`config.mk`:
```
export PLATFORM = sky130hd
export DESIGN_NAME = content_length_deframer_core
export DESIGN_NICKNAME = d
export VERILOG_FILES = /design/src/design/cld_pkg.sv /design/src/design/cld_in_reg.sv /design/src/design/cld_parser.sv /design/src/design/cld_out_reg.sv /design/src/design/content_length_deframer_core.sv
export SDC_FILE = /design/constraint.sdc
export NUM_CORES = 1
export LEC_CHECK = 0
export ABC_CLOCK_PERIOD_IN_PS = 6450
export BUFFER_PORTS_ARGS = -buffer_cell sky130_fd_sc_hd__buf_4
export CORE_MARGIN = 2
export CORE_UTILIZATION = 60
export DETAILED_ROUTE_END_ITERATION = 12
export HOLD_SLACK_MARGIN = 0.05
export PLACE_DENSITY = 0.76
export SLEW_MARGIN = 20
export SYNTH_ARGS = -nofsm -noshare
export SYNTH_HDL_FRONTEND = slang
export SYNTH_HIERARCHICAL = 1
export SYNTH_SLANG_ARGS = --single-unit
```
`constraint.sdc`:
```
create_clock -name clk -period 6.45 [get_ports clk]
set_clock_uncertainty 0.15 [all_clocks]
set_input_delay 1.29 -clock clk [delete_from_list [all_inputs] [get_ports clk]]
set_output_delay 1.29 -clock clk [all_outputs]
set_load 0.02 [all_outputs]
```
`src/design/cld_pkg.sv`:
```
`timescale 1ns / 1ps

package cld_pkg;

  // Width of the length accumulator and of the body byte counter.
  localparam int LENGTH_BITS = 32;
  // Width of the body_length field on the result channel.
  localparam int OUT_LEN_W   = 32;
  localparam int KEY_LEN     = 15;
  localparam int KP_W        = 4;
  localparam int OUT_TDATA_W = 40;

  localparam logic [7:0] CH_CR    = 8'h0D;
  localparam logic [7:0] CH_LF    = 8'h0A;
  localparam logic [7:0] CH_SPACE = 8'h20;
  localparam logic [7:0] CH_TAB   = 8'h09;
  localparam logic [7:0] CH_ZERO  = 8'h30;
  localparam logic [7:0] CH_NINE  = 8'h39;

  typedef enum logic [1:0] {
    KIND_BODY    = 2'd0,
    KIND_ACCEPT  = 2'd1,
    KIND_NO_KEY  = 2'd2,
    KIND_BAD_NUM = 2'd3
  } kind_t;

  // Progress through the number that follows the keyword.
  typedef enum logic [3:0] {
    PH_NONE   = 4'b0001,
    PH_BLANK  = 4'b0010,
    PH_DIGITS = 4'b0100,
    PH_END    = 4'b1000
  } phase_t;

  typedef struct packed {
    kind_t                  kind;
    logic [7:0]             data_byte;
    logic [OUT_LEN_W-1:0]   body_length;
    logic                   last_of_body;
  } result_t;

  // Characters of "Content-Length:".
  function automatic logic [7:0] key_char(input logic [KP_W-1:0] idx);
    logic [7:0] c;
    case (idx)
      4'd0:    c = 8'h43; // C
      4'd1:    c = 8'h6F; // o
      4'd2:    c = 8'h6E; // n
      4'd3:    c = 8'h74; // t
      4'd4:    c = 8'h65; // e
      4'd5:    c = 8'h6E; // n
      4'd6:    c = 8'h74; // t
      4'd7:    c = 8'h2D; // -
      4'd8:    c = 8'h4C; // L
      4'd9:    c = 8'h65; // e
      4'd10:   c = 8'h6E; // n
      4'd11:   c = 8'h67; // g
      4'd12:   c = 8'h74; // t
      4'd13:   c = 8'h68; // h
      4'd14:   c = 8'h3A; // :
      default: c = 8'h00;
    endcase
    return c;
  endfunction

endpackage

```
`src/design/cld_in_reg.sv`:
```
`timescale 1ns / 1ps

module cld_in_reg (
  input  logic       clk,
  input  logic       rst_n,
  input  logic       in_tvalid,
  output logic       in_tready,
  input  logic [7:0] in_tdata,
  input  logic       step,
  output logic       byte_valid,
  output logic [7:0] byte_val
);

  logic       valid_r, valid_nxt;
  logic [7:0] byte_r;

  // The register can take a new byte when empty or when its byte moves on now.
  assign in_tready = !valid_r || step;

  always_comb begin
    valid_nxt = valid_r;
    if (in_tvalid && in_tready) begin
      valid_nxt = 1'b1;
    end else if (step) begin
      valid_nxt = 1'b0;
    end
  end

  always_ff @(posedge clk) begin
    if (!rst_n) begin
      valid_r <= 1'b0;
    end else begin
      valid_r <= valid_nxt;
    end
  end

  always_ff @(posedge clk) begin
    if (in_tvalid && in_tready) begin
      byte_r <= in_tdata;
    end
  end

  assign byte_valid = valid_r;
  assign byte_val   = byte_r;

endmodule

```
`src/design/cld_parser.sv`:
```
`timescale 1ns / 1ps

module cld_parser (
  input  logic               clk,
  input  logic               rst_n,
  input  logic               step,
  input  logic [7:0]         in_byte,
  output logic               res_valid,
  output cld_pkg::result_t   res
);

  localparam int LB = cld_pkg::LENGTH_BITS;

  logic                     in_body_r, in_body_nxt;
  logic [1:0]               term_r, term_nxt;
  logic [cld_pkg::KP_W-1:0] kp_r, kp_nxt;
  cld_pkg::phase_t          phase_r, phase_nxt;
  logic [LB-1:0]            acc_r, acc_nxt;
  logic                     ovf_r, ovf_nxt;
  logic [LB-1:0]            rem_r, rem_nxt;

  logic          is_digit;
  logic          is_blank;
  logic [LB+3:0] prod;
  logic          done;
  logic          key_done;

  assign is_digit = (in_byte >= cld_pkg::CH_ZERO) && (in_byte <= cld_pkg::CH_NINE);
  assign is_blank = (in_byte == cld_pkg::CH_SPACE) || (in_byte == cld_pkg::CH_TAB);
  assign key_done = (kp_r == cld_pkg::KP_W'(cld_pkg::KEY_LEN));

  // acc * 10 + digit; any of the top four bits set means the length overflows.
  assign prod = ({4'b0000, acc_r} << 3) + ({4'b0000, acc_r} << 1)
              + {{LB{1'b0}}, in_byte[3:0]};

  always_comb begin
    in_body_nxt = in_body_r;
    term_nxt    = term_r;
    kp_nxt      = kp_r;
    phase_nxt   = phase_r;
    acc_nxt     = acc_r;
    ovf_nxt     = ovf_r;
    rem_nxt     = rem_r;
    done        = 1'b0;
    res_valid   = 1'b0;
    res         = '{kind: cld_pkg::KIND_BODY, data_byte: 8'h00,
                    body_length: '0, last_of_body: 1'b0};

    if (in_body_r) begin
      rem_nxt       = rem_r - LB'(1);
      res_valid     = 1'b1;
      res.data_byte = in_byte;
      if (rem_r == LB'(1)) begin
        res.last_of_body = 1'b1;
        in_body_nxt      = 1'b0;
      end
    end else begin
      // Keyword match first, then the blanks and digits after it.
      if (!key_done) begin
        if (in_byte == cld_pkg::key_char(kp_r)) begin
          kp_nxt = kp_r + 1'b1;
          if (kp_r == cld_pkg::KP_W'(cld_pkg::KEY_LEN - 1)) begin
            phase_nxt = cld_pkg::PH_BLANK;
          end
        end else if (in_byte == cld_pkg::key_char('0)) begin
          kp_nxt = cld_pkg::KP_W'(1);
        end else begin
          kp_nxt = '0;
        end
      end else begin
        case (phase_r)
          cld_pkg::PH_BLANK: begin
            if (!is_blank) begin
              if (is_digit) begin
                phase_nxt = cld_pkg::PH_DIGITS;
                if (!ovf_r) begin
                  if (prod[LB+3:LB] != 4'b0000) begin
                    ovf_nxt = 1'b1;
                  end else begin
                    acc_nxt = prod[LB-1:0];
                  end
                end
              end else begin
                phase_nxt = cld_pkg::PH_NONE;
              end
            end
          end
          cld_pkg::PH_DIGITS: begin
            if (!is_digit) begin
              phase_nxt = cld_pkg::PH_END;
            end else if (!ovf_r) begin
              if (prod[LB+3:LB] != 4'b0000) begin
                ovf_nxt = 1'b1;
              end else begin
                acc_nxt = prod[LB-1:0];
              end
            end
          end
          default: begin
          end
        endcase
      end

      if (in_byte == cld_pkg::CH_CR) begin
        term_nxt = (term_r == 2'd2) ? 2'd3 : 2'd1;
      end else if (in_byte == cld_pkg::CH_LF) begin
        if (term_r == 2'd1) begin
          term_nxt = 2'd2;
        end else if (term_r == 2'd3) begin
          done = 1'b1;
        end else begin
          term_nxt = 2'd0;
        end
      end else begin
        term_nxt = 2'd0;
      end

      if (done) begin
        res_valid = 1'b1;
        if (kp_nxt != cld_pkg::KP_W'(cld_pkg::KEY_LEN)) begin
          res.kind = cld_pkg::KIND_NO_KEY;
        end else if (phase_nxt == cld_pkg::PH_NONE || phase_nxt == cld_pkg::PH_BLANK ||
                     ovf_nxt) begin
          res.kind = cld_pkg::KIND_BAD_NUM;
        end else begin
          res.kind        = cld_pkg::KIND_ACCEPT;
          res.body_length = cld_pkg::OUT_LEN_W'(acc_nxt);
          if (acc_nxt == '0) begin
            res.last_of_body = 1'b1;
          end else begin
            in_body_nxt = 1'b1;
            rem_nxt     = acc_nxt;
          end
        end
        term_nxt  = 2'd0;
        kp_nxt    = '0;
        phase_nxt = cld_pkg::PH_NONE;
        acc_nxt   = '0;
        ovf_nxt   = 1'b0;
      end
    end
  end

  always_ff @(posedge clk) begin
    if (!rst_n) begin
      in_body_r <= 1'b0;
      term_r    <= 2'd0;
      kp_r      <= '0;
      phase_r   <= cld_pkg::PH_NONE;
      acc_r     <= '0;
      ovf_r     <= 1'b0;
      rem_r     <= '0;
    end else if (step) begin
      in_body_r <= in_body_nxt;
      term_r    <= term_nxt;
      kp_r      <= kp_nxt;
      phase_r   <= phase_nxt;
      acc_r     <= acc_nxt;
      ovf_r     <= ovf_nxt;
      rem_r     <= rem_nxt;
    end
  end

endmodule

```
`src/design/cld_out_reg.sv`:
```
`timescale 1ns / 1ps

module cld_out_reg (
  input  logic                             clk,
  input  logic                             rst_n,
  input  logic                             load,
  input  cld_pkg::result_t                 res,
  output logic                             free,
  output logic                             out_tvalid,
  input  logic                             out_tready,
  output logic [cld_pkg::OUT_TDATA_W-1:0]  out_tdata,
  output logic [1:0]                       out_tuser,
  output logic                             out_tlast
);

  logic             valid_r, valid_nxt;
  cld_pkg::result_t res_r;

  assign free = !valid_r || out_tready;

  always_comb begin
    valid_nxt = valid_r;
    if (load) begin
      valid_nxt = 1'b1;
    end else if (out_tready) begin
      valid_nxt = 1'b0;
    end
  end

  always_ff @(posedge clk) begin
    if (!rst_n) begin
      valid_r <= 1'b0;
    end else begin
      valid_r <= valid_nxt;
    end
  end

  always_ff @(posedge clk) begin
    if (load) begin
      res_r <= res;
    end
  end

  assign out_tvalid = valid_r;
  assign out_tdata  = {res_r.body_length, res_r.data_byte};
  assign out_tuser  = res_r.kind;
  assign out_tlast  = res_r.last_of_body;

endmodule

```
`src/design/content_length_deframer_core.sv`:
```
`timescale 1ns / 1ps

// Splits a byte stream into headers and bodies. Each header runs up to the
// first CR LF CR LF and may carry a "Content-Length:" field with a decimal
// length after optional spaces or tabs.
// Input channel: one stream byte per transfer on in_tdata.
// Result channel: at the end of a header one transfer reports the frame as
// accepted (with its body length) or dropped for a missing keyword or a bad
// or overflowing number; after an accept exactly that many body bytes follow
// as transfers of kind zero, the last one with out_tlast set. An accept with
// zero length carries out_tlast itself. Header bytes give no transfer.
// Throughput is one byte per clock while no result waits on a stalled
// receiver: each byte passes once through the matcher and counter logic
// between the input register and the result register, and out_tvalid
// rises once the byte has passed through both registers.
// Reset empties both registers and returns the parser to header search.
// When the receiver stalls, a result waits in the result register while the
// input register still takes a byte; header bytes keep flowing since they
// produce nothing, and in_tready drops only once a byte with a result
// must wait behind the held one.
module content_length_deframer_core (
  input  logic                             clk,
  input  logic                             rst_n,
  input  logic                             in_tvalid,
  output logic                             in_tready,
  input  logic [7:0]                       in_tdata,   // in_byte
  output logic                             out_tvalid,
  input  logic                             out_tready,
  output logic [cld_pkg::OUT_TDATA_W-1:0]  out_tdata,  // data_byte, body_length
  output logic [1:0]                       out_tuser,  // kind
  output logic                             out_tlast   // last_of_body
);

  logic             byte_valid;
  logic [7:0]       byte_val;
  logic             res_valid;
  cld_pkg::result_t res;
  logic             out_free;
  logic             step;
  logic             load;

  assign step = byte_valid && (!res_valid || out_free);
  assign load = step && res_valid;

  cld_in_reg u_in_reg (
    .clk        (clk),
    .rst_n      (rst_n),
    .in_tvalid  (in_tvalid),
    .in_tready  (in_tready),
    .in_tdata   (in_tdata),
    .step       (step),
    .byte_valid (byte_valid),
    .byte_val   (byte_val)
  );

  cld_parser u_parser (
    .clk       (clk),
    .rst_n     (rst_n),
    .step      (step),
    .in_byte   (byte_val),
    .res_valid (res_valid),
    .res       (res)
  );

  cld_out_reg u_out_reg (
    .clk        (clk),
    .rst_n      (rst_n),
    .load       (load),
    .res        (res),
    .free       (out_free),
    .out_tvalid (out_tvalid),
    .out_tready (out_tready),
    .out_tdata  (out_tdata),
    .out_tuser  (out_tuser),
    .out_tlast  (out_tlast)
  );

`ifndef SYNTHESIS
  // Only body transfers carry a data byte.
  a_data_zero: assert property (@(posedge clk) disable iff (!rst_n)
    out_tvalid && out_tuser != cld_pkg::KIND_BODY |-> out_tdata[7:0] == 8'h00)
    else $error("data byte set on a non-body transfer");

  // An accept is marked last exactly when its body is empty.
  a_accept_last: assert property (@(posedge clk) disable iff (!rst_n)
    out_tvalid && out_tuser == cld_pkg::KIND_ACCEPT |->
      out_tlast == (out_tdata[cld_pkg::OUT_TDATA_W-1:8] == '0))
    else $error("accept last flag does not match its length");

  // Dropped headers carry neither a length nor a last flag.
  a_drop_clean: assert property (@(posedge clk) disable iff (!rst_n)
    out_tvalid && (out_tuser == cld_pkg::KIND_NO_KEY || out_tuser == cld_pkg::KIND_BAD_NUM)
      |-> !out_tlast && out_tdata == '0)
    else $error("drop transfer carries payload");

  // The input side stalls only behind a held byte that has a result to deliver.
  a_stall_cause: assert property (@(posedge clk) disable iff (!rst_n)
    !in_tready |-> byte_valid && res_valid && out_tvalid && !out_tready)
    else $error("input stalled without a blocked result");
`endif

endmodule
```
==> results of run 1 <==
==> final cells by class <==
class	count	area [um2]
well taps	216	270
multi-input cells	959	6170
inverters	34	128
clock inverters	9	87.6
clock buffers	23	520
repair buffers	67	503
fillers	1302	4970
flip-flops and latches	136	3230
==> stage by stage <==
step                cells  util [%]  worst slack, ns  hold WS [ns]
floorplan            1192         -             2.09         0.288
global placement     1412      64.8             1.30         0.316
detailed placement   1412      64.8             1.27         0.329
CTS                  1444      68.7             1.25         0.346
global route         1444      68.7            0.812         0.363
finish               1444      68.7             1.16         0.344
==> Yosys cell counts (all sizes together), types with 16 or more instances <==
master    n  area (um2)
nor2    151         567
nand2    99         374
a21oi    97         489
dfxtp    85        1700
o21ai    73         365
ha       72         901
edfxtp   51        1530
clkbuf   44         165
nand3    38         190
inv      34         128
nor3     34         170
and2     27         171
o211ai   27         213
mux2i    25         250
nor4     22         138
buf      19        92.6
a21o     18         135
nand4    18         113
and3     17         108
nand2b   16         115
==> cells by family (layout without fill, tap and decap cells) <==
logic type               Yosys count  in the layout  share of synthesized area [%]
multiplexers                      27             27                           2.79
flip-flops                       136            136                           33.1
buffers and inverters             97            133                           3.94
adder cells (fa/ha/maj)           74             74                           9.63
AND/OR/NAND/NOR                  485            485                           24.6
AO/OA/AOI/OAI                    351            351                           24.0
XOR/XNOR                          22             22                           1.97
==> layer usage <==
metal | track usage [%] | up-vias | part of all wire, %
li1 | - | 4505 | -
met3 | 6.60 | 78 | 9.3
met1 | 48.0 | 4428 | 44
met5 | 0 | - | 0
met4 | 13.2 | 0 | 3.0
met2 | 51.0 | 537 | 44
==> worst max-delay path: stages, from the launching register on <==
cell,delay (ns)
sky130_fd_sc_hd__edfxtp_1,0.52
sky130_fd_sc_hd__inv_1,0.11
sky130_fd_sc_hd__fa_1,0.59
sky130_fd_sc_hd__fa_1,0.21
sky130_fd_sc_hd__nand2b_1,0.15
sky130_fd_sc_hd__a21oi_1,0.08
sky130_fd_sc_hd__buf_4,0.17
sky130_fd_sc_hd__o211ai_1,0.35
sky130_fd_sc_hd__o211ai_2,0.25
sky130_fd_sc_hd__a311oi_1,0.43
sky130_fd_sc_hd__xnor2_1,0.21
sky130_fd_sc_hd__a2111o_1,0.51
sky130_fd_sc_hd__and2_1,0.23
sky130_fd_sc_hd__and3b_1,0.29
sky130_fd_sc_hd__nand4_1,0.39
sky130_fd_sc_hd__buf_4,0.36
sky130_fd_sc_hd__o211ai_1,0.21
==> state kept, by name, indices dropped and copies added (netlist names), named ones only <==
| signal | count |
|---|---|
| u_out_reg/out_tuser | 2 |
| u_parser/phase_r | 4 |
| u_parser/kp_r | 4 |
| u_out_reg/out_tlast | 1 |
| u_parser/acc_r | 32 |
| u_in_reg/byte_valid | 1 |
| u_out_reg/out_tdata | 40 |
| u_parser/in_body_r | 1 |
| u_parser/rem_r | 32 |
| u_in_reg/byte_val | 8 |
| u_parser/ovf_r | 1 |
| u_out_reg/out_tvalid | 1 |
| u_parser/term_r | 2 |
==> how the worst min path moves through the flow <==
stage / from / endpoint / slack (ns) / cells past startpoint
floorplan: u_parser/term_r[0] / u_parser/term_r[1] / 0.29 / 1
global route: u_parser/term_r[0] / u_parser/term_r[1] / 0.36 / 1
detailed placement: u_parser/term_r[0] / u_parser/term_r[1] / 0.33 / 1
global placement: u_parser/term_r[0] / u_parser/term_r[1] / 0.32 / 1
CTS: u_parser/rem_r[23] / u_parser/rem_r[23] / 0.35 / 2
finish: u_parser/rem_r[23] / u_parser/rem_r[23] / 0.34 / 2
==> where the power goes <==
| group | internal, mW | switching (mW) |
|---|---|---|
| Sequential | 0.891 | 0.00946 |
| Clock | 0.607 | 0.374 |
| Combinational | 0.0329 | 0.0636 |
| Total | 1.53 | 0.447 |
==> results.json, run 1 <==
{
  "placeableCoreArea_mm2": 0.0159,
  "drt_drc_violations_left": 0,
  "clock_insertion_delay_at_the_later_pin_of_the_skew_report_ns": 0.43,
  "die-width_um": 132,
  "mostFrequentLayoutCell": "sky130_fd_sc_hd__nor2_1",
  "post_synth_inst_count": 1192,
  "total_power_mw": 1.98,
  "dpl_hpwl_um": 21600,
  "syn-mean-instance-area_um2": 8.20,
  "route.detailed.vias_per_inst": 6.61,
  "slew-limit-headroom_pct": 34.1,
  "synth_seq_area_share_pct": 33.1,
  "ant_nets": 0,
  "timing.max_cap.violations": 0,
  "placementRows": 46,
  "share_of_the_clock_period_used_by_the_worst_path_after_layout_pct": 82.1,
  "final-max-slew-violation-count": 0,
  "worst-slew-pin-transition_ns": 0.963,
  "grt_max_degree": 52,
  "cts_resized": 0,
  "finalNetCount": 1301,
  "synth.yosys.warnings": 6,
  "layout_common_cells": "sky130_fd_sc_hd__nor2_1 (151), sky130_fd_sc_hd__nand2_1 (97), sky130_fd_sc_hd__a21oi_1 (96), sky130_fd_sc_hd__dfxtp_1 (85), sky130_fd_sc_hd__ha_1 (72)",
  "routability_congestion_estimate_from_global_placement": 1.01,
  "finalWorstPathRequiredPeriod_ns": 5.29,
  "first_pass_grt_wire_length_um": 47000,
  "initial_core_util_pct": 61.5,
  "cts.reportedPaths.clkPinSlew_ns": 0.06,
  "hold_path_class": "reg2reg",
  "timing.critical_path.to": "u_parser/rem_r[31]",
  "synth_top_flop_cell": "sky130_fd_sc_hd__dfxtp_1",
  "report.final.hold_viol_count": 0,
  "number_of_enable_type_register_cells_in_the_synthesized_netlist": 51,
  "ys_types": 85,
  "placed_area_mm2": 0.0103,
  "antenna_cells_inserted": 0,
  "clkSinkCount": 136,
  "cellLeakagePower_nw": 4.52,
  "power_density_mw_per_mm2": 181,
  "crit_path_max_fanout": 14,
  "critical_path.startpoint_type": "register",
  "drt_iter0_markers": 1083,
  "result_of_the_run": "complete, no violations",
  "clockBufferDepth": 2,
  "setup_viol": 0,
  "drive_above_1_share_pct": 9.93,
  "grt.total_usage_pct": 33.9,
  "reg2reg_to": "u_parser/rem_r[31]",
  "drt_wl_total_um": 29300,
  "synth.net_count": 1278,
  "antenna_violations_before_repair": 0,
  "die_h_um": 132,
  "ctsHoldBuffers": 0,
  "finish.instance_area_mm2": 0.0109,
  "timing.rr.start": "u_in_reg/byte_val[3]",
  "worst_ir_drop_on_vdd_mv": 0.190,
  "cp-end-kind": "register",
  "clock_tree.root_cell": "sky130_fd_sc_hd__clkbuf_16",
  "mappedNetlistArea_mm2": 0.00977,
  "worstSetupPathType": "reg2reg",
  "cts.repair_timing.setup_buffer_count": 0,
  "dieArea_mm2": 0.0173,
  "port_buffers": 56,
  "data_required_time_at_the_worst_endpoint_ns": 6.64,
  "via_count_of_the_first_global_routing_pass": 8849,
  "vias": 9548,
  "drt_pre_antenna_iters": 6,
  "fmax_mhz": 189,
  "timing.reg2reg.setup_slack_ns": 1.16,
  "async_flop_share_pct": 0,
  "cts_tree": "done",
  "wire_per_inst_um": 20.3,
  "arrival_ns": 5.48,
  "crit_path_start": "u_in_reg/byte_val[3]",
  "top_level_ports": 57,
  "syn2layout_area_growth_pct": 11.7,
  "htreeDepth": 4,
  "grt_overflow": 0,
  "ys_ff_latch": 136,
  "reg2reg_depth": 16,
  "grt_setup_unrepaired": "false",
  "final.setup.tns_ns": 0,
  "number_of_cts_inserted_buffers": 17
}
(Power assumes the default switching activity.)
==> run 2: changes to the inputs <==
ABC_CLOCK_PERIOD_IN_PS = 4700   (was 6450)
CORE_UTILIZATION = 56   (was 60)
PLACE_DENSITY = 0.74   (was 0.76)
clock period = 4.7 ns   (was 6.45 ns; I/O delays follow)
==> run 2 against run 1 <==
  * Global-route usage fell by 2.2 points
  * Routed wire length rose by 2.3%
  * Total power rose by 37%
  * Utilization shrank 2.1 points
  * Sequential power grew 37%
  * First-iteration DRC count increased by 14%
==> results.json, run 2 (synthesized netlist as in run 1, its figures left out) <==
{
  "result_of_the_run": "complete, no violations",
  "drive_above_1_share_pct": 15.9,
  "syn2layout_area_growth_pct": 17.0,
  "post-route-worst-setup-slack_ns": 0.0821,
  "finalNetCount": 1347,
  "grt_overflow": 0,
  "data_required_time_at_the_worst_endpoint_ns": 4.84,
  "cp-end-kind": "register",
  "grt_max_degree": 50,
  "reg2reg_depth": 14,
  "power_density_mw_per_mm2": 236,
  "worstSetupPathType": "reg2reg",
  "htreeDepth": 4,
  "port_buffers": 56,
  "top_level_ports": 57,
  "placed_cells_incl_taps": 1466,
  "grt.total_usage_pct": 31.7,
  "arrival_ns": 4.76,
  "slew-limit-headroom_pct": 31.3,
  "number_of_cts_inserted_buffers": 17,
  "drt_wl_total_um": 30000,
  "cellLeakagePower_nw": 4.76,
  "timing.hold.worst_path_depth": 2,
  "nFillCells": 1423,
  "min_from": "u_parser/rem_r[23]",
  "place_ws_ns": -0.00469,
  "placementRows": 48,
  "vias": 9924,
  "total_power_mw": 2.70,
  "report.final.hold_viol_count": 0,
  "mostFrequentLayoutCell": "sky130_fd_sc_hd__nor2_1",
  "worst-slew-pin-transition_ns": 1.03,
  "first_pass_grt_wire_length_um": 46000,
  "worstHoldEndpoint": "u_parser/rem_r[23]",
  "reg2reg_to": "u_parser/rem_r[25]",
  "placed_area_mm2": 0.0107,
  "worst_ir_drop_on_vdd_mv": 0.259,
  "dieArea_mm2": 0.0185,
  "placeableCoreArea_mm2": 0.0172,
  "share_of_the_clock_period_used_by_the_worst_path_after_layout_pct": 98.3,
  "via_count_of_the_first_global_routing_pass": 8806,
  "drt_iter0_markers": 1236,
  "layout.core_utilization_pct": 66.6,
  "antenna_violations_before_repair": 0,
  "critical_path.startpoint_type": "register",
  "dpl_hpwl_um": 21800,
  "layout_common_cells": "sky130_fd_sc_hd__nor2_1 (150), sky130_fd_sc_hd__buf_4 (111), sky130_fd_sc_hd__nand2_1 (98), sky130_fd_sc_hd__a21oi_1 (89), sky130_fd_sc_hd__dfxtp_1 (85)",
  "die_h_um": 136,
  "timing.reg2reg.setup_slack_ns": 0.08,
  "ctsHoldBuffers": 0,
  "cts_tree": "done",
  "critical_path.slowest_cell": "sky130_fd_sc_hd__a2111oi_0",
  "routability_congestion_estimate_from_global_placement": 0.984,
  "clock_insertion_delay_at_the_later_pin_of_the_skew_report_ns": 0.43,
  "ant_nets": 0,
  "path_cells": "ha_1, ha_1, nand2_1, a2111oi_0, o21ai_0, o21ai_0, a311oi_1, or3_1, nor4_1, nand4_1, and3b_2, nand4_1, buf_12, o221ai_1",
  "wire_per_inst_um": 20.0,
  "hold_path_class": "reg2reg",
  "clock_tree.root_cell": "sky130_fd_sc_hd__clkbuf_16",
  "fin_cells": 1499,
  "finish.instance_area_mm2": 0.0114,
  "final-max-slew-violation-count": 0,
  "timing.max_cap.violations": 0,
  "initial_core_util_pct": 56.9,
  "fmax_mhz": 217,
  "drt_drc_violations_left": 0,
  "route.detailed.vias_per_inst": 6.62,
  "clkSinkCount": 136,
  "largest_register_ff_count": 40,
  "clockBufferDepth": 2,
  "crit_path_max_fanout": 21,
  "crit_path_max_incr_delay_ns": 0.69,
  "antenna_cells_inserted": 0,
  "timing.rr.start": "u_parser/acc_r[6]",
  "die-width_um": 136,
  "setup_viol": 0,
  "cts.reportedPaths.clkPinSlew_ns": 0.06,
  "finalWorstPathRequiredPeriod_ns": 4.62,
  "drt_pre_antenna_iters": 5
}
run 2: area by class of cell:
type                       count  area [um2]  area share, %
sequential                   136        3230           28.3
timing repair buffer         113         865           7.56
multi-input combinational    959        6340           55.4
clock inverter                12         111          0.974
clock buffer                  20         478           4.18
inverter                      34         128           1.12
tap                          225         282           2.46
run 2: what timing repair did:
action | 4_1_cts | 5_1_grt
setup buffers | 0 | 1
resized for setup | 1 | 39
pin swaps | 0 | 4
endpoints found under the setup margin | 6 | 62
run 2: critical path, delay by kind of cell (launching register included):
family                     cells  cell delay, ns
AOI/OAI and AO/OA              5            1.49
and+or+nand+nor                6            1.50
buffers and inverters          1            0.18
DFF                            1            0.44
adders and majority gates      2            0.72
run 2: per-layer routing:
metal / share of wire, % / global-route usage (%) / up-vias / wire length, um
li1: - / - / 4598 / -
met3: 9.3 / 4.10 / 55 / 2800
met2: 45 / 48.2 / 537 / 13600
met5: 0 / 0 / - / 0
met4: 2.3 / 10.9 / 0 / 704
met1: 43 / 46.2 / 4734 / 12900
run 2: worst max path at each step:
stage	start	end	slack, ns	cells past startpoint
after floorplan	u_in_reg/byte_val[3]	u_parser/rem_r[26]	0.34	16
after global placement	u_in_reg/byte_val[3]	u_parser/acc_r[19]	0.14	16
after detailed placement	u_in_reg/byte_val[3]	u_parser/rem_r[25]	-0.005	15
after CTS	u_in_reg/byte_val[3]	u_parser/acc_r[19]	0.1	17
after global routing	u_parser/acc_r[10]	u_parser/rem_r[25]	-0.10	14
final	u_parser/acc_r[6]	u_parser/rem_r[25]	0.08	14
run 2: report_power, final:
group / leakage (nW) / internal (mW) / switching [mW] / total, mW
sequential: 1.26 / 1.22 / 0.0101 / 1.23
combinational: 3.21 / 0.0487 / 0.0918 / 0.141
clock: 0.289 / 0.792 / 0.534 / 1.33
total: 4.76 / 2.06 / 0.636 / 2.70
run 2: metrics by stage:
step                hold slack (ns)  setup TNS (ns)
floorplan                     0.288               0
global placement              0.314               0
detailed placement            0.310        -0.00469
CTS                           0.337               0
global route                  0.381           -1.88
finish                        0.338               0
==> run 3: changes to the inputs <==
CORE_ASPECT_RATIO = 0.8   (was default)
==> run 3 against run 2 <==
  * Non-clock buffer count shrank 4
  * Critical path depth grew 3
  * Worst setup slack gained 0.028 ns
  * Sequential share of layout area grew 0.34 points
  * Utilization shrank 0.95 points
  * Routed wire length shrank 1.9%
  * Fmax grew 0.62%
  * Global-route usage grew 0.32 points
  * Via count shrank 2.3%
  * First-iteration DRC count shrank 21%
  * Largest cell class unchanged
  * Critical path type unchanged
  * Highest routed layer unchanged
==> results.json, run 3 (synthesized netlist as in run 1, its figures left out) <==
{
  "clock_tree.root_cell": "sky130_fd_sc_hd__clkbuf_16",
  "post-route-worst-setup-slack_ns": 0.110,
  "syn2layout_area_growth_pct": 15.6,
  "report.final.hold_viol_count": 0,
  "antenna_violations_before_repair": 0,
  "placeableCoreArea_mm2": 0.0172,
  "drive_above_1_share_pct": 14.2,
  "worst_ir_drop_on_vdd_mv": 0.224,
  "initial_core_util_pct": 56.8,
  "crit_path_max_fanout": 8,
  "place_ws_ns": 0.0657,
  "grt_max_degree": 50,
  "antenna_cells_inserted": 0,
  "dpl_hpwl_um": 21900,
  "data_required_time_at_the_worst_endpoint_ns": 4.72,
  "wire_per_inst_um": 19.7,
  "grt_use_met1_pct": 46.1,
  "globalRouteMet3Util_pct": 7.00,
  "finalNetCount": 1343,
  "critical_path.startpoint_type": "register",
  "routability_congestion_estimate_from_global_placement": 0.912,
  "mostFrequentLayoutCell": "sky130_fd_sc_hd__nor2_1",
  "layout_common_cells": "sky130_fd_sc_hd__nor2_1 (150), sky130_fd_sc_hd__buf_4 (107), sky130_fd_sc_hd__nand2_1 (98), sky130_fd_sc_hd__a21oi_1 (91), sky130_fd_sc_hd__dfxtp_1 (85)",
  "vias": 9697,
  "finalWorstPathRequiredPeriod_ns": 4.59,
  "setup_viol": 0,
  "critical_path.slowest_cell": "sky130_fd_sc_hd__fa_1",
  "cellLeakagePower_nw": 4.71,
  "drt_wl_total_um": 29400,
  "finish.instance_area_mm2": 0.0113,
  "port_buffers": 56,
  "die_h_um": 122,
  "path_cells": "inv_1, fa_1, inv_1, ha_1, a21o_1, nand3_1, a211oi_2, o21ai_1, a211oi_2, or3_1, a2111oi_4, buf_4, buf_4, buf_4, mux2i_1, buf_4, nor2_1",
  "power_density_mw_per_mm2": 232,
  "largest_register_ff_count": 40,
  "result_of_the_run": "complete, no violations",
  "drt_drc_violations_left": 0,
  "first_pass_grt_wire_length_um": 46200,
  "worstSetupPathType": "reg2reg",
  "grt_setup_unrepaired": "true",
  "drt_iter0_markers": 975,
  "placementRows": 43,
  "slew-limit-headroom_pct": 30.5,
  "hold_ws_ns": 0.334,
  "total_power_mw": 2.62,
  "share_of_the_clock_period_used_by_the_worst_path_after_layout_pct": 97.7,
  "worst-slew-pin-transition_ns": 1.04,
  "cts.reportedPaths.clkPinSlew_ns": 0.06,
  "timing.max_cap.violations": 0,
  "final-max-slew-violation-count": 0,
  "grt.met2_usage_pct": 48.9,
  "clockBufferDepth": 2,
  "clkSinkCount": 136,
  "cts_tree": "done",
  "clock_insertion_delay_at_the_later_pin_of_the_skew_report_ns": 0.42,
  "top_usage_layer": "met2",
  "top_level_ports": 57,
  "number_of_cts_inserted_buffers": 17,
  "placed_area_mm2": 0.0106,
  "via_count_of_the_first_global_routing_pass": 8711,
  "hold_path_class": "reg2reg",
  "ant_nets": 0,
  "fmax_mhz": 218,
  "cp-end-kind": "register",
  "grt.total_usage_pct": 32.0,
  "grt_overflow": 0,
  "drt_pre_antenna_iters": 5,
  "dieArea_mm2": 0.0185,
  "die-width_um": 152,
  "route.detailed.vias_per_inst": 6.49,
  "critPathMostFrequentCell": "sky130_fd_sc_hd__buf_4",
  "arrival_ns": 4.61,
  "htreeDepth": 4,
  "crit_path_max_incr_delay_ns": 0.58
}
## run 3: changes by cell type in the layout (fill, tap and decap cells not counted), moves of 3 or more
cell,delta
sky130_fd_sc_hd__inv_8,+3
sky130_fd_sc_hd__mux2i_1,+12
sky130_fd_sc_hd__buf_4,-4
sky130_fd_sc_hd__mux2i_2,-11
sky130_fd_sc_hd__inv_6,+3
## run 3: metal layers
metal,part of all wire [%],vias to the layer above
met5,0,-
met4,1.8,0
met3,9.9,49
met2,44,490
met1,44,4579
li1,-,4579
## run 3: metrics by stage
stage,setup TNS (ns),utilization [%],instances
global placement,0,61.8,1461
detailed placement,0,61.8,1461
finish,0,65.6,1495
CTS,0,65.0,1493
global route,-0.101,65.6,1495
floorplan,0,-,1192
## run 3: worst max-delay path, delay by kind of cell (launching register included)
family                     cells  cell delay [ns]
and+or+nand+nor                3             0.61
AOI/OAI and AO/OA              5             1.17
muxes                          1             0.30
DFF                            1             0.35
buffers and inverters          6             0.88
adders and majority gates      2             0.87
## run 3: timing repair
item,CTS,global route
setup endpoints to repair,0,88
hold buffers,0,0
buffers inserted,0,2
gates resized for setup,0,20
hold endpoints to repair,0,0
## run 3: worst paths after layout
check / from / slack [ns] / end / depth (start not counted)
setup / recovery: u_in_reg/byte_val[3] / 0.11 / u_out_reg/out_tdata[23] / 17
hold / removal: u_parser/term_r[0] / 0.33 / u_parser/term_r[1] / 1
setup reg to reg: u_in_reg/byte_val[3] / 0.11 / u_out_reg/out_tdata[23] / 17
hold reg to reg: u_parser/term_r[0] / 0.33 / u_parser/term_r[1] / 1
## run 3: report_power, final
group	internal, mW	switching, mW
clock network	0.695	0.565
registers	1.22	0.00946
logic	0.0462	0.0865
## run 3: area by class of cell
type | instances | area, um2
Sequential cell | 136 | 3230
Multi-Input combinational cell | 959 | 6250
Timing Repair Buffer | 109 | 843
Clock buffer | 17 | 425
Tap cell | 225 | 282
Clock inverter | 15 | 133
Fill cell | 1487 | 5920
Inverter | 34 | 128
